File: config.mk
export PLATFORM = sky130hd
export DESIGN_NAME = weighted_random_selector
export DESIGN_NICKNAME = d
export VERILOG_FILES = /design/src/hw/rtl/wrs_pkg.sv /design/src/hw/rtl/wrs_ram.sv /design/src/hw/rtl/wrs_datapath.sv /design/src/hw/rtl/wrs_ctrl.sv /design/src/hw/rtl/weighted_random_selector.sv
export SDC_FILE = /design/constraint.sdc
export NUM_CORES = 1
export LEC_CHECK = 0
export ABC_CLOCK_PERIOD_IN_PS = 6100
export BUFFER_PORTS_ARGS = -buffer_cell sky130_fd_sc_hd__buf_2
export CAP_MARGIN = 10
export CELL_PAD_IN_SITES_DETAIL_PLACEMENT = 1
export CELL_PAD_IN_SITES_GLOBAL_PLACEMENT = 2
export CORE_UTILIZATION = 49
export CTS_BUF_LIST = sky130_fd_sc_hd__clkbuf_8
export CTS_CLUSTER_SIZE = 40
export DETAILED_ROUTE_END_ITERATION = 16
export PLACE_DENSITY = 0.87
export SETUP_SLACK_MARGIN = 0.3
export SYNTH_ARGS = -nofsm -noshare
export SYNTH_HDL_FRONTEND = slang
export SYNTH_SLANG_ARGS = --single-unit
File: constraint.sdc
create_clock -name clk -period 6.1 [get_ports clk]
set_input_delay 0.61 -clock clk [delete_from_list [all_inputs] [get_ports clk]]
set_output_delay 0.61 -clock clk [all_outputs]
set_load 0.005 [all_outputs]
File: src/hw/rtl/wrs_pkg.sv
// shared constants, codes and controller/datapath interface types for the weighted selector
package wrs_pkg;

    localparam int MAX_ENTRIES = 16;
    localparam int WEIGHT_BITS = 16;
    localparam int IDX_W       = $clog2(MAX_ENTRIES);
    localparam int CNT_W       = $clog2(MAX_ENTRIES + 1);
    localparam int SUM_W       = 20;
    localparam int RND_W       = 32;
    localparam int DIV_CNT_W   = $clog2(RND_W);
    localparam int CMD_W       = 2;
    localparam int STATUS_W    = 2;
    localparam int IN_DATA_W   = 56;
    localparam int OUT_DATA_W  = 32;

    localparam logic [CMD_W-1:0] CMD_APPEND = 2'd0;
    localparam logic [CMD_W-1:0] CMD_SET    = 2'd1;
    localparam logic [CMD_W-1:0] CMD_SELECT = 2'd2;

    localparam logic [STATUS_W-1:0] ST_OK        = 2'd0;
    localparam logic [STATUS_W-1:0] ST_BAD_INDEX = 2'd1;
    localparam logic [STATUS_W-1:0] ST_FULL      = 2'd2;
    localparam logic [STATUS_W-1:0] ST_ZERO      = 2'd3;

    // commands from controller to datapath
    typedef struct packed {
        logic load;
        logic append;
        logic res_full;
        logic res_bad;
        logic res_zero;
        logic set_read;
        logic set_write;
        logic div_init;
        logic div_step;
        logic walk_read;
        logic walk_check;
        logic out_load;
    } dp_ctrl_t;

    // status from datapath to controller
    typedef struct packed {
        logic [CMD_W-1:0] cmd;
        logic             full;
        logic             bad_index;
        logic             total_zero;
        logic             div_last;
        logic             walk_end;
        logic             walk_hit;
    } dp_stat_t;

endpackage

File: src/hw/rtl/wrs_ram.sv
// generic single-port-write ram with registered read
module wrs_ram #(
    parameter int DATA_W = 16,
    parameter int DEPTH  = 16
) (
    input  logic                     clk,
    input  logic                     wr_en,
    input  logic [$clog2(DEPTH)-1:0] wr_addr,
    input  logic [DATA_W-1:0]        wr_data,
    input  logic                     rd_en,
    input  logic [$clog2(DEPTH)-1:0] rd_addr,
    output logic [DATA_W-1:0]        rd_data
);

    logic [DATA_W-1:0] mem_reg [DEPTH];
    logic [DATA_W-1:0] rd_data_reg;

    always_ff @(posedge clk)
    begin
        if (wr_en)
        begin
            mem_reg[wr_addr] <= wr_data;
        end
        if (rd_en)
        begin
            rd_data_reg <= mem_reg[rd_addr];
        end
    end

    assign rd_data = rd_data_reg;

endmodule

File: src/hw/rtl/wrs_datapath.sv
// weight table, running total, bit-serial modulo and table walk
module wrs_datapath
    import wrs_pkg::*;
(
    input  logic                   clk,
    input  logic                   rst_n,
    input  dp_ctrl_t               ctrl,
    input  logic [CMD_W-1:0]       in_cmd,
    input  logic [WEIGHT_BITS-1:0] in_weight,
    input  logic [IDX_W-1:0]       in_index,
    input  logic [RND_W-1:0]       in_random,
    output dp_stat_t               stat,
    output logic [IDX_W-1:0]       out_chosen,
    output logic [STATUS_W-1:0]    out_status,
    output logic [SUM_W-1:0]       out_sum
);

    logic [CMD_W-1:0]       cmd_reg;
    logic [WEIGHT_BITS-1:0] weight_reg;
    logic [IDX_W-1:0]       index_reg;
    logic [RND_W-1:0]       rnd_reg;
    logic [SUM_W-1:0]       rem_reg;
    logic [DIV_CNT_W-1:0]   div_cnt_reg;
    logic [CNT_W-1:0]       walk_reg;
    logic [CNT_W-1:0]       count_reg;
    logic [CNT_W-1:0]       count_next;
    logic [SUM_W-1:0]       total_reg;
    logic [SUM_W-1:0]       total_next;
    logic [IDX_W-1:0]       chosen_reg;
    logic [STATUS_W-1:0]    status_reg;
    logic [IDX_W-1:0]       out_chosen_reg;
    logic [STATUS_W-1:0]    out_status_reg;
    logic [SUM_W-1:0]       out_sum_reg;

    logic [SUM_W:0]         trial;
    logic [SUM_W:0]         trial_diff;
    logic [SUM_W-1:0]       rem_div;
    logic [CNT_W-1:0]       walk_dec;
    logic [SUM_W-1:0]       rd_weight;

    logic                   ram_wr_en;
    logic [IDX_W-1:0]       ram_wr_addr;
    logic [WEIGHT_BITS-1:0] ram_rd_data;
    logic                   ram_rd_en;
    logic [IDX_W-1:0]       ram_rd_addr;

    // one restoring division step: shift in the next dividend bit
    assign trial      = {rem_reg, rnd_reg[RND_W-1]};
    assign trial_diff = trial - {1'b0, total_reg};
    assign rem_div    = (trial >= {1'b0, total_reg}) ? trial_diff[SUM_W-1:0]
                                                     : trial[SUM_W-1:0];

    assign walk_dec  = walk_reg - 1'b1;
    assign rd_weight = {{(SUM_W - WEIGHT_BITS){1'b0}}, ram_rd_data};

    assign ram_wr_en   = ctrl.append || ctrl.set_write;
    assign ram_wr_addr = ctrl.append ? count_reg[IDX_W-1:0] : index_reg;
    assign ram_rd_en   = ctrl.set_read || ctrl.walk_read;
    assign ram_rd_addr = ctrl.set_read ? index_reg : walk_dec[IDX_W-1:0];

    wrs_ram #(
        .DATA_W (WEIGHT_BITS),
        .DEPTH  (MAX_ENTRIES)
    ) u_table (
        .clk     (clk),
        .wr_en   (ram_wr_en),
        .wr_addr (ram_wr_addr),
        .wr_data (weight_reg),
        .rd_en   (ram_rd_en),
        .rd_addr (ram_rd_addr),
        .rd_data (ram_rd_data)
    );

    always_comb
    begin
        count_next = count_reg;
        total_next = total_reg;
        if (ctrl.append)
        begin
            count_next = count_reg + 1'b1;
            total_next = total_reg + {{(SUM_W - WEIGHT_BITS){1'b0}}, weight_reg};
        end
        else if (ctrl.set_write)
        begin
            total_next = total_reg - rd_weight
                         + {{(SUM_W - WEIGHT_BITS){1'b0}}, weight_reg};
        end
    end

    always_ff @(posedge clk or negedge rst_n)
    begin
        if (!rst_n)
        begin
            count_reg <= '0;
            total_reg <= '0;
        end
        else
        begin
            count_reg <= count_next;
            total_reg <= total_next;
        end
    end

    always_ff @(posedge clk)
    begin
        if (ctrl.load)
        begin
            cmd_reg    <= in_cmd;
            weight_reg <= in_weight;
            index_reg  <= in_index;
            rnd_reg    <= in_random;
            chosen_reg <= '0;
            status_reg <= ST_OK;
        end
        if (ctrl.res_full)
        begin
            status_reg <= ST_FULL;
        end
        if (ctrl.res_bad)
        begin
            status_reg <= ST_BAD_INDEX;
        end
        if (ctrl.res_zero)
        begin
            status_reg <= ST_ZERO;
        end
        if (ctrl.div_init)
        begin
            rem_reg     <= '0;
            div_cnt_reg <= '0;
            walk_reg    <= count_reg;
        end
        if (ctrl.div_step)
        begin
            rem_reg     <= rem_div;
            rnd_reg     <= {rnd_reg[RND_W-2:0], 1'b0};
            div_cnt_reg <= div_cnt_reg + 1'b1;
        end
        if (ctrl.walk_read)
        begin
            walk_reg <= walk_dec;
        end
        if (ctrl.walk_check)
        begin
            if (stat.walk_hit)
            begin
                chosen_reg <= walk_reg[IDX_W-1:0];
            end
            else
            begin
                rem_reg <= rem_reg - rd_weight;
            end
        end
        if (ctrl.out_load)
        begin
            out_chosen_reg <= chosen_reg;
            out_status_reg <= status_reg;
            out_sum_reg    <= total_reg;
        end
    end

    assign stat.cmd        = cmd_reg;
    assign stat.full       = (count_reg == CNT_W'(MAX_ENTRIES));
    assign stat.bad_index  = ({{(CNT_W - IDX_W){1'b0}}, index_reg} >= count_reg);
    assign stat.total_zero = (total_reg == '0);
    assign stat.div_last   = (div_cnt_reg == DIV_CNT_W'(RND_W - 1));
    assign stat.walk_end   = (walk_reg == '0);
    assign stat.walk_hit   = (ram_rd_data != '0) && (rem_reg < rd_weight);

    assign out_chosen = out_chosen_reg;
    assign out_status = out_status_reg;
    assign out_sum    = out_sum_reg;

endmodule

File: src/hw/rtl/wrs_ctrl.sv
// command sequencer and stream handshake control
module wrs_ctrl
    import wrs_pkg::*;
(
    input  logic     clk,
    input  logic     rst_n,
    input  logic     in_valid,
    input  logic     out_ready,
    input  dp_stat_t stat,
    output dp_ctrl_t ctrl,
    output logic     in_ready,
    output logic     out_valid
);

    localparam logic [2:0] S_IDLE      = 3'd0;
    localparam logic [2:0] S_DISPATCH  = 3'd1;
    localparam logic [2:0] S_SET_WRITE = 3'd2;
    localparam logic [2:0] S_DIVIDE    = 3'd3;
    localparam logic [2:0] S_WALK_READ = 3'd4;
    localparam logic [2:0] S_WALK_CHK  = 3'd5;
    localparam logic [2:0] S_FINISH    = 3'd6;

    logic [2:0] state_reg;
    logic [2:0] state_next;
    logic       out_valid_reg;
    logic       out_valid_next;

    always_comb
    begin
        state_next = state_reg;
        ctrl       = '0;
        in_ready   = 1'b0;
        case (state_reg)
            S_IDLE:
            begin
                in_ready = 1'b1;
                if (in_valid)
                begin
                    ctrl.load  = 1'b1;
                    state_next = S_DISPATCH;
                end
            end
            S_DISPATCH:
            begin
                state_next = S_FINISH;
                case (stat.cmd)
                    CMD_APPEND:
                    begin
                        if (stat.full)
                        begin
                            ctrl.res_full = 1'b1;
                        end
                        else
                        begin
                            ctrl.append = 1'b1;
                        end
                    end
                    CMD_SET:
                    begin
                        if (stat.bad_index)
                        begin
                            ctrl.res_bad = 1'b1;
                        end
                        else
                        begin
                            ctrl.set_read = 1'b1;
                            state_next    = S_SET_WRITE;
                        end
                    end
                    CMD_SELECT:
                    begin
                        if (stat.total_zero)
                        begin
                            ctrl.res_zero = 1'b1;
                        end
                        else
                        begin
                            ctrl.div_init = 1'b1;
                            state_next    = S_DIVIDE;
                        end
                    end
                    default:
                    begin
                        state_next = S_FINISH;
                    end
                endcase
            end
            S_SET_WRITE:
            begin
                ctrl.set_write = 1'b1;
                state_next     = S_FINISH;
            end
            S_DIVIDE:
            begin
                ctrl.div_step = 1'b1;
                if (stat.div_last)
                begin
                    state_next = S_WALK_READ;
                end
            end
            S_WALK_READ:
            begin
                if (stat.walk_end)
                begin
                    state_next = S_FINISH;
                end
                else
                begin
                    ctrl.walk_read = 1'b1;
                    state_next     = S_WALK_CHK;
                end
            end
            S_WALK_CHK:
            begin
                ctrl.walk_check = 1'b1;
                state_next      = stat.walk_hit ? S_FINISH : S_WALK_READ;
            end
            S_FINISH:
            begin
                if (!out_valid_reg || out_ready)
                begin
                    ctrl.out_load = 1'b1;
                    state_next    = S_IDLE;
                end
            end
            default:
            begin
                state_next = S_IDLE;
            end
        endcase
    end

    always_comb
    begin
        out_valid_next = out_valid_reg;
        if (ctrl.out_load)
        begin
            out_valid_next = 1'b1;
        end
        else if (out_ready)
        begin
            out_valid_next = 1'b0;
        end
    end

    always_ff @(posedge clk or negedge rst_n)
    begin
        if (!rst_n)
        begin
            state_reg     <= S_IDLE;
            out_valid_reg <= 1'b0;
        end
        else
        begin
            state_reg     <= state_next;
            out_valid_reg <= out_valid_next;
        end
    end

    assign out_valid = out_valid_reg;

endmodule

File: src/hw/rtl/weighted_random_selector.sv
// top level of the weighted random (roulette wheel) selector
//
// channel   dir  fields (lsb first)
// --------  ---  ---------------------------------------------------------
// s_axis    in   cmd[1:0] weight[17:2] entry_index[21:18] random_word[53:22]
// m_axis    out  chosen_index[3:0] status[5:4] weight_sum[25:6]
//
// one command is in flight at a time; s_tready is high only while the sequencer idles
// append, bad set, full table, zero total and unknown commands: dispatch, then the finish state
// set: one extra state that writes after the registered read of the old weight
// select: a 32-step bit-serial modulo, then
//   one table read plus one compare per entry walked, at most 16 entries
// the result sits in an output register, so the next transfer is taken while it waits;
//   a stalled m_tready only holds the sequencer in its final state
// reset clears entry count, running total and handshake state; table contents need none
module weighted_random_selector
    import wrs_pkg::*;
(
    input  logic                  clk,
    input  logic                  rst_n,
    input  logic                  s_tvalid,
    output logic                  s_tready,
    // cmd, weight, entry_index, random_word, zero pad
    input  logic [IN_DATA_W-1:0]  s_tdata,
    output logic                  m_tvalid,
    input  logic                  m_tready,
    // chosen_index, status, weight_sum, zero pad
    output logic [OUT_DATA_W-1:0] m_tdata
);

    dp_ctrl_t            ctrl;
    dp_stat_t            stat;
    logic [IDX_W-1:0]    out_chosen;
    logic [STATUS_W-1:0] out_status;
    logic [SUM_W-1:0]    out_sum;

    // sequencer: handshakes and step order
    wrs_ctrl u_ctrl (
        .clk       (clk),
        .rst_n     (rst_n),
        .in_valid  (s_tvalid),
        .out_ready (m_tready),
        .stat      (stat),
        .ctrl      (ctrl),
        .in_ready  (s_tready),
        .out_valid (m_tvalid)
    );

    // table, total, modulo and walk
    wrs_datapath u_datapath (
        .clk        (clk),
        .rst_n      (rst_n),
        .ctrl       (ctrl),
        .in_cmd     (s_tdata[1:0]),
        .in_weight  (s_tdata[17:2]),
        .in_index   (s_tdata[21:18]),
        .in_random  (s_tdata[53:22]),
        .stat       (stat),
        .out_chosen (out_chosen),
        .out_status (out_status),
        .out_sum    (out_sum)
    );

    // pack the result, upper bits zero
    assign m_tdata = {{(OUT_DATA_W - SUM_W - STATUS_W - IDX_W){1'b0}},
                      out_sum, out_status, out_chosen};

endmodule
# Word level (Yosys, flattened, before mapping)
# Memories as Yosys holds them, arrays and structs flattened. A register that Yosys moved wholly into a read port is not among the register bits.
# Cells that the tools add are included.
classes:
  mul: 0
  n_div: 0
  n_reduce_logical: 19
  shift: 0
  n_mux: 57
  n_lt_le_gt_ge: 3
  n_addsub: 8
  n_eq_ne: 13
  bitwise_logic: 0
op_table:
  columns: ["cell", "count"]
  rows:
  - ["$mux W20", 7]
  - ["$mux W32", 2]
  - ["$add A20 B16 Y20", 2]
  - ["$sub A20 B16 Y20", 2]
  - ["$mux W1", 25]
  - ["$mux W5", 5]
  - ["$ge A21 B20 Y1", 1]
  - ["$pmux W3 S7", 1]
  - ["$logic_not A20 Y1", 1]
  - ["$lt A20 B16 Y1", 1]
  - ["$mux W4", 5]
  - ["$sub A20 B20 Y20", 1]
  - ["$reduce_bool A16 Y1", 1]
  - ["$mux W3", 5]
  - ["$mux W2", 6]
  - ["$reduce_bool A2 Y1", 6]
  - ["$add A5 B1 Y5 const B", 2]
  - ["$eq A5 B5 Y1 const B", 2]
  - ["$eq A3 B3 Y1 const B", 3]
  - ["$eq A3 B2 Y1 const B", 2]
  - ["$pmux W3 S2", 1]
  - ["$ge A4 B5 Y1", 1]
  - ["$logic_not A5 Y1", 1]
  - ["$sub A5 B1 Y5 const B", 1]
  - ["13 further kinds", 16]
word_totals:
  ramBits: 256
  n_memories: 1
  latch_bits: 0
  out_inout_bits: 34
  register_bits: 145
  mem_bits_ro: 0
  in_bits: 60
mem_list:
  columns: ["memory", "depth", "word_bits", "read_ports", "rd_clocked_by_memory_dff", "wr", "line_no", "rtl"]
  rows:
  - ["u_datapath.u_table.mem_reg", 16, 16, 1, 1, 1, "wrs_ram.sv:15", "logic [DATA_W-1:0] mem_reg [DEPTH];"]

# Logic depth before layout (Yosys ltp)
# Gate-level depths: netlist of the first run.
depth:
  word_depth: 8
  ltp_mapped: 13

# By module
# A second synthesis of the first run with hierarchy kept.
hier_totals:
  cells_unflattened: 1537
  area_unflattened_um2: 20826.2
by_module_without_submodules:
  columns: ["mod", "area_per_inst_um2", "seq_area_each_um2", "instances", "cells_each"]
  rows:
  - ["wrs_ram", 10202.3, 8167.8, 1, 432]
  - ["wrs_datapath", 10121.0, 3838.7, 1, 1039]
  - ["wrs_ctrl", 454.2, 100.1, 1, 59]
  - ["weighted_random_selector", 48.8, 0.0, 1, 7]

# Worst setup path before layout of the first run
# OpenSTA, ideal clock, no wires.
synth_path:
  path_kind: "register to register"
  from: "register u_datapath.index_reg[0]"
  to: "register u_datapath.u_table.rd_data_reg[10] (netlist: u_datapath.u_table.rd_data[10]) (read register of u_datapath.u_table.mem_reg), data pin"
  arrival_time_ps: 3108
  setup_ps: 272
  period_less_slack_ps: 3380
  setup_slack_ps: 2720
  stages_incl_launch_ff: 13
  required_ps: 5828
  path_cell_list: "edfxtp_1 -> inv_1 -> ha_1 -> nand2b_1 -> a21o_1 -> a21o_1 -> a211o_1 -> nand4_1 -> clkbuf_1 -> clkbuf_1 -> mux2i_1 -> o22ai_1 -> or4_1"
synth_via:
  elab_chain_len: 5
  word_cells_on_any_way: 6
  cone_classes: "1 x order compare; 4 x mux; 1 x reduce/logical"
synth_rtl:
  columns: ["item", "line_no", "rtl"]
  rows:
  - ["start: declaration", "wrs_datapath.sv:20", "logic [IDX_W-1:0] index_reg;"]
  - ["start signal: assignment", "wrs_datapath.sv:110", "index_reg <= in_index;"]
  - ["$ge A4 B5 Y1", "wrs_datapath.sv:164", "assign stat.bad_index = ({{(CNT_W - IDX_W){1'b0}}, index_reg} >= count_reg);"]
  - ["$mux W1", "wrs_ctrl.sv:60", "if (stat.bad_index)"]
  - ["$mux W1", "wrs_ctrl.sv:46", "case (stat.cmd)"]
  - ["$mux W5", "wrs_ctrl.sv:33", "case (state_reg)"]
  - ["$mux W4 or $logic_or A1 B1 Y1 (tied branches)", "wrs_datapath.sv:59, wrs_datapath.sv:58", null]
  - ["end: declaration", "wrs_ram.sv:16", "logic [DATA_W-1:0] rd_data_reg;"]
# Several ways; a longest one is shown, not always the timed one.
# A chain may end at the register's enable or synchronous reset.

# Worst setup path after layout of the first run
layout_path:
  from: "register u_datapath.index_reg[0]"
  to: "register u_datapath.u_table.rd_data_reg[9] (netlist: u_datapath.u_table.rd_data[9]) (read register of u_datapath.u_table.mem_reg), data pin"
# The elaborated chain is that of the path after synthesis.

==> impl_metrics.csv, run 1 <==
group,metric,value,unit
timing,slew_viol_final,0,
placement,dpl.hpwl,37800,um
worst_setup_path,crit_arrival,4.41,ns
logic_synthesis,synthCells,1624,
power_and_ir_drop,p_leak,9.22,nW
floorplan,coreArea,41100,um2
worst_setup_path,worst_ep_required_time,6.43,ns
worst_setup_path,slowest_delay,0.65,ns
logic_synthesis,synth_warnings,0,
clock_network,clk_latency,0.64,ns
routing,drc,0,
worst_setup_path,r2r-end,"u_datapath.u_table.rd_data[9]",
clock_network,clkTransAtPathRegs,0.06,ns
worst_setup_path,r2r_cells,11,
clock_network,cts.sinks,417,
timing,timing.hold.ws,0.0857,ns
timing,skew,0.0409,ns
timing,hold_viol,0,
timing,final-setup-viol-count,0,
worst_setup_path,cpMostUsedCell,"a21o_1",
cells_and_area,layout-drive-gt1-share,13.0,%
global_route,grt-ovfl-total,0,
timing,worstMarginPinSlew,1.15,ns
global_route,grt_max_degree,129,
timing,layout_worst_path_cycle_share,66.9,%
floorplan,start_util,50.1,%
cells_and_area,nets,1925,
clock_network,cts_resized,0,
timing,rsz0062_at_grt,"false",
clock_network,ctsHoldBuffers,0,
logic_synthesis,synth_edf_count,361,
hold_path,holdCritPathClass,"input port to asynchronous set/reset pin",
worst_setup_path,crit_fanout,128,
global_route,grt_pass1_wl,83900,um
timing,fmax,245,MHz
logic_synthesis,ys_types,75,
logic_synthesis,netlist_area,20600,um2
logic_synthesis,ys_ff_latch,417,
routing,vias,13700,
routing,routed_wl,54800,um
worst_setup_path,worst_setup_path_end_kind,"register",
floorplan,die_x,207,um
clock_network,numCtsBuffers,71,
worst_setup_path,crit_path_top_delay_cell,"or4_1",
timing,relSlewSlack,23.2,%
placement,dpl_cell_area,21700,um2
cells_and_area,fin_util,55.9,%
clock_network,cts_buffer_depth,3,
cells_and_area,fin_cells,2346,
routing,antenna_left,0,
clock_network,cts_tree,"built",
routing,drtIter0Drc,825,
worst_setup_path,crit_path_cell_trace,"inv_1 > ha_1 > nand2b_1 > a21o_1 > a21o_1 > a211o_1 > nand4_1 > buf_12 > mux2i_1 > o22ai_1 > or4_1",
global_route,grt_usage,26.1,%
worst_setup_path,reg2reg_slack,2.02,ns
clock_network,post-cts-setup-buffer-count,0,
floorplan,dieArea,42800,um2
routing,vias_per_cell,5.86,
placement,dp_worst_setup_slack,2.10,ns
floorplan,ios,94,
global_route,first_global_vias,14600,
power_and_ir_drop,ir_worst_vdd,0.562,mV
placement,portBuffers,85,
routing,wl_per_cell,23.3,um
cells_and_area,fin_area,23000,um2
floorplan,die_y,207,um
cells_and_area,area_delta_synth_final,11.7,%
clock_network,root_buffer,"clkbuf_8",
timing,final.setup.tns,0,ns
run_status,outcome,"complete, no violations",
global_route,antenna_found_initial,0,
logic_synthesis,synth-seq-area-share,58.8,%
routing,firstDrtPassIters,6,
cells_and_area,antenna_cells,0,
timing,fin_crit,4.08,ns
worst_setup_path,reg2reg_from,"u_datapath.index_reg[0]",
logic_synthesis,synth_ff_type,"edfxtp_1",
placement,routabilityCongestion,0.845,
timing,setup_ws,2.02,ns
floorplan,rows,74,
cells_and_area,largest_reg_flops,256,
power_and_ir_drop,power,13.5,mW
placement,dp.cells,2217,
power_and_ir_drop,cellPowerDensity,588,nW/um2
worst_setup_path,crit_type,"register to register",
job,maxCapViolCount,0,
logic_synthesis,syn-mean-instance-area,12.7,um2
logic_synthesis,async_flop_share,6.95,%
worst_setup_path,start_kind,"register",
clock_network,htree_levels,3,
[power breakdown]
group	switching, mW	total, mW	internal (mW)	leakage [nW]
Combinational	4.06	6.91	2.85	4.60
Clock	1.17	2.34	1.18	0.753
Sequential	0.493	4.26	3.76	3.87
[final cells by class]
type / count / area, um2
clock buffer: 73 / 1000
inverter: 119 / 447
clock inverter: 56 / 302
fill: 4187 / 18100
tap: 532 / 666
sequential: 417 / 12100
timing repair buffer: 123 / 723
multi-input combinational: 1026 / 7740
[cell usage in the layout, fill, tap and decap left out, types with 67 or more instances in the layout]
| cell | count |
|---|---|
| clkbuf_8 | 73 |
| ha_1 | 88 |
| o22ai_1 | 69 |
| nor2_1 | 91 |
| edfxtp_1 | 361 |
| a21oi_1 | 67 |
| mux2i_1 | 143 |
| nand2_1 | 76 |
| buf_2 | 85 |
| inv_1 | 142 |
[cell families after synthesis]
logic type | after synthesis | synth area share [%]
AO/OA/AOI/OAI | 365 | 12.3
AND/OR/NAND/NOR | 341 | 8.20
buffers and inverters | 186 | 3.73
other | 1 | 0.0182
adder cells (fa/ha/maj) | 107 | 7.19
multiplexers | 150 | 7.37
flip-flops | 417 | 58.8
XOR/XNOR | 57 | 2.42
[how the worst max path moves through the flow]
stage	start	end	slack, ns	depth (start not counted)
4_1_cts	u_datapath.index_reg[0]	u_datapath.u_table.rd_data[9]	2.09	11
2_1_floorplan	u_datapath.index_reg[0]	u_datapath.u_table.rd_data[10]	2.72	12
3_5_place_dp	u_datapath.index_reg[0]	u_datapath.u_table.rd_data[9]	2.10	11
3_3_place_gp	u_datapath.index_reg[0]	u_datapath.u_table.rd_data[9]	2.17	11
6_report	u_datapath.index_reg[0]	u_datapath.u_table.rd_data[9]	2.02	11
5_1_grt	u_datapath.index_reg[0]	u_datapath.u_table.rd_data[9]	1.90	11
[layer usage]
metal	share of wire, %	vias up	wire length (um)	global-route usage [%]
met1	44	6930	24100	34.2
met4	2.7	0	1500	9.38
met5	0	-	0	0
met2	49	287	27000	44.2
li1	-	6432	-	-
met3	3.9	92	2140	3.74
[critical path: cells and delay by family (launching register included)]
family | cells | cell delay [ns]
buf+inv | 2 | 0.67
simple gates | 3 | 0.92
flops | 1 | 0.46
compound gates | 4 | 0.89
mux | 1 | 0.31
fa+ha+maj | 1 | 0.24
[Yosys cell counts, types with 7 or more instances]
cell | instances | area [um2]
dfxtp_1 | 27 | 541
edfxtp_1 | 361 | 10800
xnor2_1 | 38 | 333
a21o_1 | 21 | 158
nor2b_1 | 12 | 75.1
mux2i_1 | 143 | 1430
nand2b_1 | 22 | 138
o221ai_1 | 11 | 96.3
nand2_1 | 76 | 285
fa_1 | 19 | 380
and2_1 | 8 | 50.1
o211ai_1 | 10 | 75.1
a22o_1 | 33 | 289
or4_1 | 16 | 120
and3_1 | 13 | 81.3
nand3_1 | 37 | 185
a211o_1 | 7 | 61.3
xor2_1 | 19 | 166
dfrtp_1 | 29 | 726
a211oi_1 | 22 | 165
o22ai_1 | 69 | 432
clkbuf_1 | 29 | 109
nand4_1 | 9 | 56.3
or2_2 | 7 | 43.8
o21a_1 | 15 | 113
inv_1 | 119 | 447
o31ai_1 | 7 | 52.6
nor4_1 | 7 | 43.8
o21ai_0 | 46 | 230
a21oi_1 | 67 | 335
buf_4 | 7 | 52.6
nor2_1 | 91 | 342
ha_1 | 88 | 1100
buf_2 | 22 | 110
nor3_1 | 22 | 110
Power figures use the tool's default switching activity.
==> run 2: changes to the inputs <==
ABC_AREA = 1   (was default)
ABC_CLOCK_PERIOD_IN_PS = 3900   (was 6100)
CORE_UTILIZATION = 41   (was 49)
PLACE_DENSITY = 0.81   (was 0.87)
clock period = 3.9 ns   (was 6.1 ns; I/O delays follow)
==> impl_metrics.csv, run 2 <==
group,metric,value,unit
run_status,outcome,"complete, no violations",
hold_path,holdPathEnd,"u_ctrl.state_reg[0]",
logic_synthesis,synthCells,2593,
floorplan,ios,94,
power_and_ir_drop,power.internal,12.3,mW
hold_path,min_from,"s_tvalid",
timing,skew,0.0387,ns
worst_setup_path,crit_type,"register to register",
global_route,grt_usage,27.1,%
timing,rsz0062_at_grt,"false",
floorplan,coreArea,55200,um2
worst_setup_path,cp.depth,14,
worst_setup_path,cpLargestDelayFamily,"simple AND/OR/NAND/NOR gates",
worst_setup_path,reg2reg_from,"u_datapath.count_reg[3]",
power_and_ir_drop,p_leak,12.0,nW
cells_and_area,layout-drive-gt1-share,9.11,%
clock_network,numCtsBuffers,78,
routing,drtIter0Drc,1225,
power_and_ir_drop,p_comb_share,58.1,%
logic_synthesis,synth_top_area_share,47.2,%
timing,timing.hold.ws,0.0830,ns
logic_synthesis,synth-seq-area-share,52.7,%
logic_synthesis,ys_ff_latch,417,
cells_and_area,nets,2958,
floorplan,rows,86,
clock_network,cts.sinks,417,
worst_setup_path,worst_setup_path_end_kind,"register",
timing,fmax,303,MHz
logic_synthesis,synth_largest_area_cell,"edfxtp_1",
floorplan,dieArea,56900,um2
logic_synthesis,syn-mean-instance-area,8.85,um2
clock_network,htree_levels,3,
logic_synthesis,synth_ff_type,"edfxtp_1",
power_and_ir_drop,ir_worst_vdd,0.486,mV
cells_and_area,multi_input_area,8740,um2
logic_synthesis,synth_warnings,0,
worst_setup_path,r2r_cells,14,
worst_setup_path,start_kind,"register",
global_route,first_global_vias,20200,
worst_setup_path,cpMostUsedCell,"nand3_1",
placement,routabilityCongestion,0.871,
worst_setup_path,reg2reg_slack,0.60,ns
clock_network,clk_latency,0.71,ns
timing,relSlewSlack,27.6,%
logic_synthesis,synthMostInstantiatedCell,"nand2_1",
routing,antenna_left,0,
clock_network,cts_resized,0,
clock_network,cts_buffer_depth,3,
worst_setup_path,crit_arrival,3.71,ns
hold_path,holdPathStages,3,
routing,drc,0,
power_and_ir_drop,p_clk_share,15.8,%
job,maxCapViolCount,0,
clock_network,ctsHoldBuffers,56,
power_and_ir_drop,power,24.9,mW
timing,hold_viol,0,
worst_setup_path,crit_fanout,96,
hold_path,holdCritPathClass,"input port to register",
cells_and_area,antenna_cells,0,
routing,vias,19000,
power_and_ir_drop,cellPowerDensity,942,nW/um2
placement,dpl.hpwl,51800,um
worst_setup_path,critPathBufInv,3,
placement,dp_worst_setup_slack,0.654,ns
power_and_ir_drop,p_switching,12.5,mW
cells_and_area,area_delta_synth_final,15.0,%
logic_synthesis,synth_common_cells,"nand2_1 (565), inv_1 (458), nand3_1 (375), edfxtp_1 (361), nor2_1 (181)",
worst_setup_path,crit_path_cell_trace,"inv_1 > ha_1 > inv_1 > nor2_1 > nand3b_1 > nand3_4 > nand2_2 > nand2_4 > buf_12 > nand2_1 > nand3_1 > nand3_1 > nand3_1 > nand2_1",
cells_and_area,num-fill-cells,6476,
routing,wl_per_cell,21.1,um
power_and_ir_drop,swShare,50.4,%
worst_setup_path,r2r-end,"u_datapath.u_table.rd_data[3]",
routing,routed_wl,75900,um
timing,setup_ws,0.604,ns
routing,vias_per_cell,5.28,
clock_network,post-cts-setup-buffer-count,0,
logic_synthesis,yosys-top-cells-area,"edfxtp_1 (47%), nand2_1 (9.2%), nand3_1 (8.2%)",
global_route,antenna_found_initial,1,
timing,fin_crit,3.30,ns
floorplan,die_x,239,um
routing,firstDrtPassIters,5,
worst_setup_path,worst_ep_required_time,4.32,ns
global_route,grt_max_degree,97,
worst_setup_path,slowest_delay,0.39,ns
power_and_ir_drop,seqPwrFrac,26.1,%
cells_and_area,layout_commonest_cell,"nand2_1",
cells_and_area,largest_reg_flops,256,
logic_synthesis,synth_edf_count,361,
floorplan,die_y,239,um
logic_synthesis,ys_types,46,
timing,layout_worst_path_cycle_share,84.5,%
timing,slew_viol_final,0,
clock_network,clkTransAtPathRegs,0.06,ns
timing,final.setup.tns,0,ns
logic_synthesis,async_flop_share,6.95,%
timing,worstMarginPinSlew,1.08,ns
cells_and_area,seq_area,12100,um2
clock_network,cts_tree,"built",
global_route,grt_pass1_wl,117000,um
floorplan,start_util,41.6,%
cells_and_area,final_cell_mix,"nand2_1 (565), inv_1 (482), nand3_1 (375)",
global_route,grt-ovfl-total,0,
clock_network,root_buffer,"clkbuf_8",
timing,final-setup-viol-count,0,
placement,portBuffers,85,
worst_setup_path,crit_path_top_delay_cell,"dfrtp_1",
logic_synthesis,netlist_area,23000,um2
==> run 2: cell types whose count changed after synthesis, sizes merged, moves of 19 or more <==
cell	delta
xnor2	-24
nor2	+92
nand4	+23
buf	+19
a211oi	-22
nand2	+494
mux2i	-143
o22ai	-66
a21oi	+54
nand3	+339
inv	+340
nand3b	+52
o21ai	+22
nand2b	-22
==> run 2: how the worst max path moves through the flow <==
stage                            start                                 to
2_1_floorplan  u_datapath.count_reg[0]  u_datapath.u_table.mem_reg[12][0]
3_3_place_gp   u_datapath.count_reg[3]      u_datapath.u_table.rd_data[3]
3_5_place_dp   u_datapath.count_reg[3]      u_datapath.u_table.rd_data[3]
4_1_cts        u_datapath.count_reg[3]      u_datapath.u_table.rd_data[3]
5_1_grt        u_datapath.count_reg[3]      u_datapath.u_table.rd_data[3]
6_report       u_datapath.count_reg[3]      u_datapath.u_table.rd_data[3]
==> run 2: worst min-delay path, delay by kind of cell <==
family,cells,cell delay (ns)
AO/OA/AOI/OAI,2,0.21
buffers and inverters,1,0.10
==> run 2: cell families (layout without fill, tap and decap cells) <==
logic type	Yosys count	in the layout	synth area share, %
buffers and inverters	546	801	9.34
DFF	417	417	52.7
other	1	6	0.0163
and+or+nand+nor	1238	1238	23.9
adders and majority gates	107	107	6.45
xor gates and xnor gates	30	30	1.14
AOI/OAI and AO/OA	254	254	6.44
==> run 2: layout make-up <==
| class | instances | share of cell area (%) |
|---|---|---|
| inverters | 461 | 6.56 |
| multi-input cells | 1635 | 33.1 |
| repair buffers | 198 | 5.59 |
| clock inverters | 64 | 1.24 |
| clock buffers | 78 | 4.07 |
| well taps | 748 | 3.55 |
| flip-flops and latches | 417 | 45.9 |
==> run 2: power by group through the flow <==
| stage | registers (mW) | clock network (mW) | logic, mW |
|---|---|---|---|
| 2_1_floorplan | 6.32 | 0 | 9.74 |
| 4_1_cts | 6.48 | 4.00 | 14.5 |
| 3_3_place_gp | 6.55 | 0 | 14.0 |
| 3_5_place_dp | 6.56 | 0 | 14.3 |
| 5_1_grt | 6.55 | 4.20 | 16.1 |
| 6_report | 6.50 | 3.93 | 14.4 |
==> run 2: routing by layer <==
metal | vias up | global-route usage [%] | share of wire, %
met5 | - | 0 | 0
met4 | 0 | 8.66 | 2.2
met3 | 111 | 3.46 | 4.3
met2 | 429 | 46.5 | 49
met1 | 9480 | 35.3 | 44
li1 | 8993 | - | -
==> run 2: through the flow <==
step | instance area (um2) | cells | util (%)
6_report | 26400 | 3601 | 47.8
5_1_grt | 26400 | 3601 | 47.8
4_1_cts | 26400 | 3601 | 47.8
3_5_place_dp | 24400 | 3403 | 44.3
3_3_place_gp | 24400 | 3403 | 44.3
2_1_floorplan | 23000 | 2598 | -
==> run 3: changes to the inputs <==
ABC_CLOCK_PERIOD_IN_PS = 2800   (was 3900)
CORE_UTILIZATION = 37   (was 41)
PLACE_DENSITY = 0.77   (was 0.81)
clock period = 2.8 ns   (was 3.9 ns; I/O delays follow)
==> impl_metrics.csv, run 3 (same netlist as run 2, synthesis figures left out) <==
group,metric,value,unit
clock_network,numCtsBuffers,75,
cells_and_area,layout-drive-gt1-share,27.7,%
clock_network,cts_tree,"built",
cells_and_area,seq_area,12100,um2
cells_and_area,largest_reg_flops,256,
timing,fmax,365,MHz
worst_setup_path,worst_setup_path_end_kind,"register",
timing,relSlewSlack,42.4,%
clock_network,cts_buffer_depth,3,
routing,vias,20300,
timing,skew,0.0378,ns
job,maxCapViolCount,0,
clock_network,htree_levels,3,
routing,wl_per_cell,23.3,um
timing,final-setup-viol-count,0,
cells_and_area,fin_cells,3809,
global_route,grt_usage,25.0,%
cells_and_area,layout_commonest_cell,"nand2_1",
floorplan,ios,94,
timing,timing.hold.ws,0.290,ns
routing,drc,0,
global_route,grt_max_degree,65,
worst_setup_path,start_kind,"register",
timing,fin_crit,2.74,ns
global_route,grt_pass1_wl,119000,um
worst_setup_path,crit_type,"register to register",
floorplan,die_y,251,um
clock_network,clk_latency,0.68,ns
cells_and_area,area_delta_synth_final,35.0,%
floorplan,die_x,251,um
worst_setup_path,crit_start,"u_datapath.index_reg[3]",
worst_setup_path,reg2reg_slack,0.06,ns
placement,routabilityCongestion,0.911,
placement,dp.cells,3509,
floorplan,coreArea,60800,um2
worst_setup_path,worst_ep_required_time,3.18,ns
floorplan,rows,90,
clock_network,clkTransAtPathRegs,0.06,ns
timing,hold_viol,0,
clock_network,cts.sinks,417,
clock_network,root_buffer,"clkbuf_8",
global_route,antenna_found_initial,2,
timing,slew_viol_final,0,
routing,firstDrtPassIters,6,
cells_and_area,final_cell_mix,"nand2_1 (463), inv_1 (444), edfxtp_1 (361)",
routing,routed_wl,88800,um
worst_setup_path,crit_fanout,8,
timing,layout_worst_path_cycle_share,97.8,%
cells_and_area,multi_input_area,10800,um2
routing,vias_per_cell,5.33,
global_route,grt-ovfl-total,0,
cells_and_area,fin_util,51.0,%
placement,portBuffers,85,
floorplan,dieArea,63000,um2
routing,drtIter0Drc,1381,
worst_setup_path,crit_arrival,3.12,ns
placement,dpl.hpwl,53700,um
worst_setup_path,r2r_cells,14,
worst_setup_path,crit_path_end,"u_datapath.u_table.rd_data[3]",
routing,antenna_left,0,
cells_and_area,nets,3136,
placement,dpl_cell_area,25300,um2
hold_path,holdCritPathClass,"input port to asynchronous set/reset pin",
worst_setup_path,reg2reg_from,"u_datapath.index_reg[3]",
cells_and_area,num-fill-cells,6788,
cells_and_area,fin_area,31000,um2
timing,rsz0062_at_grt,"true",
run_status,outcome,"complete, no violations",
timing,worstMarginPinSlew,0.865,ns
global_route,first_global_vias,20500,
floorplan,start_util,37.8,%
worst_setup_path,r2r-end,"u_datapath.u_table.rd_data[3]",
==> run 3: how the worst min path moves through the flow <==
stage,endpoint,slack [ns],cells after the start
after floorplan,u_ctrl.out_valid,-0.02,0
after global placement,u_datapath.total_reg[19],0.41,1
after detailed placement,u_datapath.total_reg[17],0.42,1
after CTS,u_datapath.total_reg[18],0.24,2
after global routing,u_datapath.index_reg[0],0.31,2
final,u_datapath.total_reg[15],0.29,2
==> run 3: layer usage <==
metal	track usage [%]	part of all wire (%)	vias to the layer above	routed length, um
met5	0	0	-	0
met4	7.93	2.5	0	2190
met3	2.84	4.9	142	4350
met2	42.5	49	577	43400
met1	33.2	44	10200	38900
li1	-	-	9379	-
==> run 3: final cells by class <==
type | count | area share [%]
timing repair buffer | 377 | 13.0
sequential | 417 | 39.1
tap | 782 | 3.16
clock buffer | 80 | 3.55
inverter | 461 | 5.64
antenna | 1 | 0.00807
multi-input combinational | 1637 | 34.8
clock inverter | 54 | 0.755
==> run 3: worst max-delay path, stage by stage, from the launching register on <==
cell and delay (ns):
edfxtp_1 0.46, ha_4 0.31, inv_4 0.04, nor2_4 0.15, nand3b_1 0.22, buf_4 0.20
nand4_1 0.11, buf_4 0.14, buf_8 0.14, buf_12 0.15, nand3_1 0.09, nand3_1 0.12
nand3_1 0.10, nand3_1 0.11, nand2_2 0.13
==> run 3: timing repair <==
item | 4_1_cts | 5_1_grt
pin swaps | 23 | 151
hold buffers | 57 | 0
resized for setup | 120 | 445
buffers inserted | 29 | 33
endpoints found under the setup margin | 278 | 258
cloned | 7 | 39
hold endpoints to repair | 86 | 0
==> run 3: per-stage QoR <==
step | setup TNS [ns] | setup slack [ns]
detailed placement | -0.0456 | -0.0231
floorplan | 0 | 0.165
global route | 0 | 0.00193
CTS | 0 | 0.204
global placement | 0 | 0.00888
finish | 0 | 0.0625
Power of run 3 is not shown: default switching activity piles up to over one toggle a cycle in this logic, so the estimate is an artifact.
